### src/rtl/core/dlvr_pkg.sv
`default_nettype none
package dlvr_pkg;
   localparam int Depth = 16;
   localparam int SlotW = $clog2(Depth);
   localparam int FillW = $clog2(Depth + 1);
   localparam int BytesW = 24;
   localparam int TimeW = 32;
   localparam int MinW = 31;
   localparam int RateW = 48;
   localparam int TotalW = BytesW + SlotW + 1;
   localparam int DelayW = 33;
   localparam int NumW = TotalW + 21;
   localparam int QueueDepth = 2;
   localparam logic [19:0] UsecPerSec = 20'd1000000;

   typedef struct packed {
      logic [BytesW-1:0] bytes_sent;
      logic [TimeW-1:0]  depart_time;
      logic [TimeW-1:0]  arrive_time;
   } sample_type;

   typedef struct packed {
      sample_type     smp;
      logic [SlotW-1:0] slot;
      logic [FillW-1:0] fill;
   } job_type;

   // delay = signed(later - earlier) - min, floored at one
   function automatic logic [DelayW-1:0] delay_of(input logic [TimeW-1:0] later,
                                                   input logic [TimeW-1:0] earlier,
                                                   input logic [MinW-1:0] min_rt);
      logic [TimeW-1:0] diff;
      logic signed [TimeW+1:0] d;
      diff = later - earlier;
      d = $signed({{2{diff[TimeW-1]}}, diff}) - $signed({3'b000, min_rt});
      if (d < 34'sd1) delay_of = DelayW'(1);
      else delay_of = d[DelayW-1:0];
   endfunction
endpackage
`default_nettype wire

### src/rtl/core/delivery_rate_bandwidth_estimator_core.sv
// Delivery-rate bandwidth estimator.
// req_ channel: one acknowledged transfer per request (bytes, depart and
//   arrive timestamps in microseconds). rsp_ channel: one rate_estimate
//   per request, bytes per second, in request order.
// csr_ channel: writes min_round_trip; write only while idle.
// A front stage tags each request with its ring slot and fill count and
// queues it (two entries); the back stage stores the sample and walks all
// valid samples plus the congested total through one shared restoring
// divider that produces one quotient bit per cycle.
// Each sample is read, multiplied, started and divided in turn; the
//   total then takes the multiply, start and division steps once more.
//   The back stage takes a new request only after the last estimate is
//   registered for output; the queue holds the requests in between.
// Reset (synchronous, active high) empties the ring and the queue and
//   clears min_round_trip. A stalled rsp_ready holds the result register;
//   the queue keeps taking requests until full.
`default_nettype none
module delivery_rate_bandwidth_estimator_core import dlvr_pkg::*; (
   input  wire logic clock,
   input  wire logic reset,
   input  wire logic req_valid,
   output logic      req_ready,
   input  wire logic [BytesW-1:0] req_bytes_sent,
   input  wire logic [TimeW-1:0]  req_depart_time,
   input  wire logic [TimeW-1:0]  req_arrive_time,
   output logic      rsp_valid,
   input  wire logic rsp_ready,
   output logic [RateW-1:0] rsp_rate_estimate,
   input  wire logic csr_valid,
   output logic      csr_ready,
   input  wire logic [MinW-1:0] csr_min_round_trip
);
   logic [MinW-1:0] min_rt_ff;
   logic job_valid, job_ready;
   job_type job;

   // accept register writes at any time
   assign csr_ready = 1'b1;

   always_ff @(posedge clock) begin
      if (reset) min_rt_ff <= '0;
      else if (csr_valid) min_rt_ff <= csr_min_round_trip;
   end

   dlvr_front u_front (
      .clock(clock), .reset(reset),
      .req_valid(req_valid), .req_ready(req_ready),
      .req_bytes_sent(req_bytes_sent), .req_depart_time(req_depart_time),
      .req_arrive_time(req_arrive_time),
      .job_valid(job_valid), .job_ready(job_ready), .job(job)
   );

   dlvr_back u_back (
      .clock(clock), .reset(reset),
      .job_valid(job_valid), .job_ready(job_ready), .job(job),
      .min_rt(min_rt_ff),
      .rsp_valid(rsp_valid), .rsp_ready(rsp_ready),
      .rsp_rate_estimate(rsp_rate_estimate)
   );
endmodule
`default_nettype wire

### src/rtl/core/dlvr_front.sv
`default_nettype none
module dlvr_front import dlvr_pkg::*; (
   input  wire logic clock,
   input  wire logic reset,
   input  wire logic req_valid,
   output logic      req_ready,
   input  wire logic [BytesW-1:0] req_bytes_sent,
   input  wire logic [TimeW-1:0]  req_depart_time,
   input  wire logic [TimeW-1:0]  req_arrive_time,
   output logic      job_valid,
   input  wire logic job_ready,
   output job_type   job
);
   // tag each request with its ring slot and fill count
   logic [SlotW-1:0] slot_ff, slot_in;
   logic [FillW-1:0] fill_ff, fill_in;
   job_type q_ff [QueueDepth];
   logic [1:0] cnt_ff, cnt_in;
   logic rd_ff, rd_in, wr_ff, wr_in;
   logic push, pop;

   assign req_ready = (cnt_ff != 2'(QueueDepth));
   assign push = req_valid && req_ready;
   assign pop = job_valid && job_ready;
   assign job_valid = (cnt_ff != 2'd0);
   assign job = q_ff[rd_ff];

   always_comb begin
      slot_in = slot_ff;
      fill_in = fill_ff;
      cnt_in = cnt_ff;
      rd_in = rd_ff;
      wr_in = wr_ff;
      if (push) begin
         slot_in = (slot_ff == SlotW'(Depth - 1)) ? '0 : slot_ff + 1'b1;
         if (fill_ff != FillW'(Depth)) fill_in = fill_ff + 1'b1;
         wr_in = ~wr_ff;
      end
      if (pop) rd_in = ~rd_ff;
      cnt_in = cnt_ff + {1'b0, push} - {1'b0, pop};
   end

   always_ff @(posedge clock) begin
      if (reset) begin
         slot_ff <= '0;
         fill_ff <= '0;
         cnt_ff <= '0;
         rd_ff <= 1'b0;
         wr_ff <= 1'b0;
      end else begin
         slot_ff <= slot_in;
         fill_ff <= fill_in;
         cnt_ff <= cnt_in;
         rd_ff <= rd_in;
         wr_ff <= wr_in;
      end
      if (push) begin
         q_ff[wr_ff].smp.bytes_sent <= req_bytes_sent;
         q_ff[wr_ff].smp.depart_time <= req_depart_time;
         q_ff[wr_ff].smp.arrive_time <= req_arrive_time;
         q_ff[wr_ff].slot <= slot_ff;
         q_ff[wr_ff].fill <= fill_in;
      end
   end
endmodule
`default_nettype wire

### src/rtl/core/dlvr_div.sv
`default_nettype none
module dlvr_div import dlvr_pkg::*; (
   input  wire logic clock,
   input  wire logic reset,
   input  wire logic start,
   input  wire logic [NumW-1:0] num,
   input  wire logic [DelayW:0] den,
   output logic      done,
   output logic [NumW-1:0] quo
);
   // restoring divider, one quotient bit per cycle
   logic [NumW-1:0] q_ff, q_in;
   logic [DelayW+1:0] r_ff, r_in;
   logic [DelayW:0] d_ff;
   logic [6:0] n_ff, n_in;
   logic busy_ff, busy_in, done_ff, done_in;
   logic [DelayW+1:0] sh;

   assign done = done_ff;
   assign quo = q_ff;
   assign sh = {r_ff[DelayW:0], q_ff[NumW-1]};

   always_comb begin
      q_in = q_ff;
      r_in = r_ff;
      n_in = n_ff;
      busy_in = busy_ff;
      done_in = 1'b0;
      if (start) begin
         q_in = num;
         r_in = '0;
         n_in = 7'(NumW);
         busy_in = 1'b1;
      end else if (busy_ff) begin
         if (sh >= {1'b0, d_ff}) begin
            r_in = sh - {1'b0, d_ff};
            q_in = {q_ff[NumW-2:0], 1'b1};
         end else begin
            r_in = sh;
            q_in = {q_ff[NumW-2:0], 1'b0};
         end
         n_in = n_ff - 1'b1;
         if (n_ff == 7'd1) begin
            busy_in = 1'b0;
            done_in = 1'b1;
         end
      end
   end

   always_ff @(posedge clock) begin
      if (reset) begin
         busy_ff <= 1'b0;
         done_ff <= 1'b0;
         n_ff <= '0;
      end else begin
         busy_ff <= busy_in;
         done_ff <= done_in;
         n_ff <= n_in;
      end
      q_ff <= q_in;
      r_ff <= r_in;
      if (start) d_ff <= den;
   end
endmodule
`default_nettype wire

### src/rtl/core/dlvr_back.sv
`default_nettype none
module dlvr_back import dlvr_pkg::*; (
   input  wire logic clock,
   input  wire logic reset,
   input  wire logic job_valid,
   output logic      job_ready,
   input  wire job_type job,
   input  wire logic [MinW-1:0] min_rt,
   output logic      rsp_valid,
   input  wire logic rsp_ready,
   output logic [RateW-1:0] rsp_rate_estimate
);
   localparam logic [2:0] StIdle = 3'd0, StRead = 3'd1, StMul = 3'd2,
                          StDiv = 3'd3, StWait = 3'd4, StOut = 3'd5;

   logic [BytesW-1:0] mb_ff [Depth];
   logic [TimeW-1:0]  md_ff [Depth];
   logic [TimeW-1:0]  ma_ff [Depth];

   logic [2:0] st_ff, st_in;
   logic [SlotW-1:0] oldest_ff;
   logic [FillW-1:0] fill_ff, idx_ff, idx_in;
   logic last_ff, last_in;
   logic [BytesW-1:0] rb_ff;
   logic [TimeW-1:0] rd_ff, ra_ff, newest_arr_ff, oldest_dep_ff;
   logic [TotalW-1:0] total_ff, total_in;
   logic [NumW-1:0] num_ff;
   logic [NumW-1:0] div_num;
   logic [DelayW-1:0] dly_ff;
   logic [RateW-1:0] best_ff, best_in;
   logic out_ff, out_in;
   logic [RateW-1:0] out_rate_ff;
   logic div_start, div_done;
   logic [NumW-1:0] quo;
   logic [SlotW-1:0] rslot;
   logic [TotalW-1:0] mul_src;
   logic [NumW:0] q_ext;

   assign job_ready = (st_ff == StIdle);
   assign rsp_valid = out_ff;
   assign rsp_rate_estimate = out_rate_ff;
   assign div_start = (st_ff == StDiv);
   assign rslot = SlotW'(oldest_ff + SlotW'(idx_ff));
   assign mul_src = last_ff ? total_ff : TotalW'(rb_ff);
   // add the delay for half-up rounding
   assign div_num = num_ff + NumW'(dly_ff);

   dlvr_div u_div (
      .clock(clock), .reset(reset), .start(div_start),
      .num(div_num), .den({dly_ff, 1'b0}), .done(div_done), .quo(quo)
   );

   always_comb begin
      st_in = st_ff;
      idx_in = idx_ff;
      last_in = last_ff;
      total_in = total_ff;
      best_in = best_ff;
      out_in = out_ff;
      q_ext = {1'b0, quo};
      if (out_ff && rsp_ready) out_in = 1'b0;
      case (st_ff)
         StIdle: begin
            if (job_valid) begin
               st_in = StRead;
               idx_in = '0;
               last_in = 1'b0;
               total_in = '0;
               best_in = '0;
            end
         end
         StRead: st_in = StMul;
         StMul: begin
            st_in = StDiv;
            if (!last_ff) total_in = total_ff + TotalW'(rb_ff);
         end
         StDiv: st_in = StWait;
         StWait: begin
            if (div_done) begin
               if (quo > NumW'({RateW{1'b1}})) q_ext = {1'b0, NumW'({RateW{1'b1}})};
               if (q_ext[RateW-1:0] > best_ff) best_in = q_ext[RateW-1:0];
               if (last_ff) begin
                  st_in = StOut;
               end else if (idx_ff + 1'b1 == fill_ff) begin
                  last_in = 1'b1;
                  st_in = StMul;
               end else begin
                  idx_in = idx_ff + 1'b1;
                  st_in = StRead;
               end
            end
         end
         StOut: begin
            if (!out_ff || rsp_ready) begin
               out_in = 1'b1;
               st_in = StIdle;
            end
         end
         default: st_in = StIdle;
      endcase
   end

   always_ff @(posedge clock) begin
      if (reset) begin
         st_ff <= StIdle;
         out_ff <= 1'b0;
      end else begin
         st_ff <= st_in;
         out_ff <= out_in;
      end
      idx_ff <= idx_in;
      last_ff <= last_in;
      best_ff <= best_in;
      total_ff <= total_in;
      if (st_ff == StIdle && job_valid) begin
         mb_ff[job.slot] <= job.smp.bytes_sent;
         md_ff[job.slot] <= job.smp.depart_time;
         ma_ff[job.slot] <= job.smp.arrive_time;
         fill_ff <= job.fill;
         oldest_ff <= SlotW'(job.slot + 1'b1 - SlotW'(job.fill));
         newest_arr_ff <= job.smp.arrive_time;
      end
      if (st_ff == StRead) begin
         rb_ff <= mb_ff[rslot];
         rd_ff <= md_ff[rslot];
         ra_ff <= ma_ff[rslot];
         if (idx_ff == '0) oldest_dep_ff <= md_ff[rslot];
      end
      if (st_ff == StMul) begin
         num_ff <= mul_src * UsecPerSec * 2'd2;
         if (last_ff) dly_ff <= delay_of(newest_arr_ff, oldest_dep_ff, min_rt);
         else dly_ff <= delay_of(ra_ff, rd_ff, min_rt);
      end
      if (st_ff == StOut && (!out_ff || rsp_ready)) out_rate_ff <= best_ff;
   end
endmodule
`default_nettype wire

### config.mk
export PLATFORM = sky130hd
export DESIGN_NAME = delivery_rate_bandwidth_estimator_core
export DESIGN_NICKNAME = d
export VERILOG_FILES = /design/src/rtl/core/dlvr_pkg.sv /design/src/rtl/core/delivery_rate_bandwidth_estimator_core.sv /design/src/rtl/core/dlvr_front.sv /design/src/rtl/core/dlvr_div.sv /design/src/rtl/core/dlvr_back.sv
export SDC_FILE = /design/constraint.sdc
export NUM_CORES = 2
export LEC_CHECK = 0
export ABC_AREA = 1
export BUFFER_PORTS_ARGS = -buffer_cell sky130_fd_sc_hd__clkbuf_2
export CORE_ASPECT_RATIO = 0.75
export CORE_UTILIZATION = 35
export DETAILED_ROUTE_END_ITERATION = 6
export PLACE_DENSITY = 0.5
export SLEW_MARGIN = 25
export SYNTH_ARGS = -nofsm -noshare
export SYNTH_HDL_FRONTEND = slang
export SYNTH_SLANG_ARGS = --single-unit
### constraint.sdc
create_clock -name clock -period 13.8 [get_ports clock]
set_clock_uncertainty 0.15 [all_clocks]
set_input_delay 2.76 -clock clock [delete_from_list [all_inputs] [get_ports clock]]
set_output_delay 2.76 -clock clock [all_outputs]
set_load 0.01 [all_outputs]
==> metrics.txt <==
CP Depth 24; Crit Path Class register to register; RePlAce Congestion 0.900; layout cells sized above 1 8.88%; Worst setup startpoint u_back.last_ff$_SDFFCE_PP0P_; Area contributors post-synth edfxtp_1, ha_1, inv_1; Pre-Repair DR Iteration Count 6; CTS clk-pin slew, worst paths 0.06 ns; Net Count, Synth 9698; Final #Nets 9875; CP cell instances inv_1, or2_2, o21ai_1, inv_1, fa_1, fa_1, inv_1, fa_1, inv_1, fa_1, ha_1, inv_1, fa_1, inv_1, ha_1, a21oi_1, o21ai_0, a21oi_1, nor2_1, nor3_1, nand3_1, nand2_1, nand2_1, xor2_1; R2R Path End u_back.num_ff[49]$_DFFE_PP_; Worst Path Required 14.21 ns; CP bufs+invs 6; H-tree depth 4; Num CTS Buffers 228; crit start category register; met3 wire length 18300 µm; XOR/XNOR share of the synthesized area 1.44%; post_cts resized 0; CP peak stage delay 0.63 ns; Final Setup Violations 0; hold_buf cts 0; Cell Area, Synth 104000 µm²; CP Max Fanout 25; Compound-Gate Fraction of Synth Area 11.3%; final hold violation count 0; CP top delay family adder cells; area leader, netlist edfxtp_1; Post-synth EDFFs 2053; Setup crit end kind register; most common cell after layout, fill and taps aside edfxtp_1; Vias per Instance 5.08; Yosys reg bits 2145; hpwl dp 191000 µm; Clk Latency, worst-skew pair 0.91 ns; top sig layer met4; Achievable Freq 138 MHz; Worst R2R Start u_back.last_ff$_SDFFCE_PP0P_; Site Rows 172; Buffers on Ports 173; RSZ-0062 raised after global routing no; pin count of the biggest net entering global routing 190; area share of the largest cell type after synthesis 59.4%; Pins Over Slew Limit 0; max_cap viols 0; via count 67700; first-pass GRT wire length 440000 µm; WP data arrival 7.67 ns; global route overflow 0; ANT nets after route 0; post-synthesis sequential area ratio 61.2%; hold depth 0; final period utilization 52.7%; number of global-route vias before repair 65600; CTS tree yes; post-route cell area 117000 µm²; CTS Root Buffer Type clkbuf_16; outcome complete, no violations; Syn-to-layout area delta 12.3%; placed cell areas 109000 µm²; die height 474 µm; Finished Core Util 39.7%; minimum clock period 7.27 ns; Routed WL per cell 22.4 µm; worst min path class register to register; Min-Delay Startpoint u_back.best_ff[39]$_SDFFCE_PP0P_; routed length on met2 128000 µm; Synth Flop Type edfxtp_1; Post-Synth Simple-Gate Area 8.16%; die area 299000 µm²; Mean Syn Cell Area 11.5 µm²; cell repeated most along the worst path inv_1; DRT iter0 DRCs 5831; Adder-Cell Fraction of Synth Area 7.52%; CP max-delay cell edfxtp_1; FILL cells 28200; largest family of logic cells by synthesized area compound AO/OA/AOI/OAI gates; Bufs on Longest Clock Path 4; setup tns final 0 ns; mux contribution to synthesized area 4.38%; initial antenna violation count 14; Yosys Warn Count 0; r2r worst-path depth 24; Mapped Cells 9028; Slew HR 24.3%; Hold Slack 0.253 ns; measured slew at the worst slew-check pin 1.13 ns; Initial Util 35.3%; Post-synth ARST share 0%; DRC 0; worst setup path endpoint u_back.num_ff[49]$_DFFE_PP_; R2R Setup Slk 6.53 ns; commonest non-fill, non-tap cells in the layout edfxtp_1, inv_1, nand2_1, a21oi_1, o21ai_0; Die X 631 µm; M1 wire length 148000 µm; setup bufs post-CTS 0; DRT Wirelength 299000 µm; Global Route Usage Sum 19.6%; core area 294000 µm²; Synth cell types 62; CTS Sinks 2145; boundary pin count 175
cell type report:
class	count	area [µm²]	share of cell area (%)
tap	3915	4900	4.20
multi-input combinational	5328	34400	29.5
clock buffer	263	5860	5.02
sequential	2145	63500	54.5
inverter	1227	4620	3.97
antenna	8	20.0	0.0172
timing repair buffer	275	1760	1.51
clock inverter	152	1550	1.33
state kept, by name, summed over array words and instances, names as in the netlist, 34 cells and up, named ones only:
name,count
u_back.ma_ff,512
u_back.md_ff,512
u_back.u_div.r_ff,34
u_back.rsp_rate_estimate,48
u_back.best_ff,48
u_back.mb_ff,384
u_back.num_ff,43
u_front.q_ff,194
u_back.u_div.quo,50
synthesized netlist by cell type (49+ instances only):
master,number
edfxtp_1,2053
inv_1,1215
nand2_1,1195
a21oi_1,835
o21ai_0,631
ha_1,417
nor2_1,380
mux2i_1,352
nand3_1,259
o21ai_1,215
clkbuf_1,205
o211ai_1,183
fa_1,129
a31oi_1,118
xor2_1,99
dfxtp_1,92
mux2_2,91
xnor2_1,70
nor3_1,56
nand4_1,49
layer usage:
| layer | global-route usage [%] | vias to the layer above |
|---|---|---|
| li1 | - | 32200 |
| met1 | 29.8 | 33400 |
| met2 | 29.8 | 1828 |
| met3 | 2.97 | 293 |
| met4 | 3.48 | 0 |
| met5 | 0 | - |
how the worst min path moves through the flow:
stage	end	slack (ns)
global route	u_back.rsp_rate_estimate[39]$_DFFE_PP_	0.27
global placement	register	0.28
detailed placement	register	0.28
CTS	u_back.rsp_rate_estimate[38]$_DFFE_PP_	0.25
floorplan	u_front.q_ff[0][8]$_DFFE_PP_	0.28
finish	u_back.rsp_rate_estimate[39]$_DFFE_PP_	0.25
stage by stage:
step                setup WS, ns  cells
floorplan                   4.29   9028
global placement            5.70  12900
detailed placement          5.79  12900
CTS                         5.77  13300
global route                5.95  13300
finish                      6.53  13300
logic make-up (layout without fill, tap and decap cells):
family / after synthesis / in the layout
AO/OA/AOI/OAI: 2133 / 2133
flip-flops: 2145 / 2145
XOR/XNOR: 170 / 170
adder cells (fa/ha/maj): 546 / 546
other: 1 / 9
AND/OR/NAND/NOR: 2035 / 2035
buffers and inverters: 1555 / 1917
multiplexers: 443 / 443
worst register-to-register path, delay by kind of cell (launching register included):
family	cells	cell delay, ns
AOI/OAI and AO/OA	4	1.07
buffers and inverters	6	0.98
and+or+nand+nor	6	0.92
adders and majority gates	7	3.12
DFF	1	0.63
xor gates and xnor gates	1	0.14
Power is not shown: default switching activity piles up to over one toggle a cycle in this logic, so the estimate is an artifact.
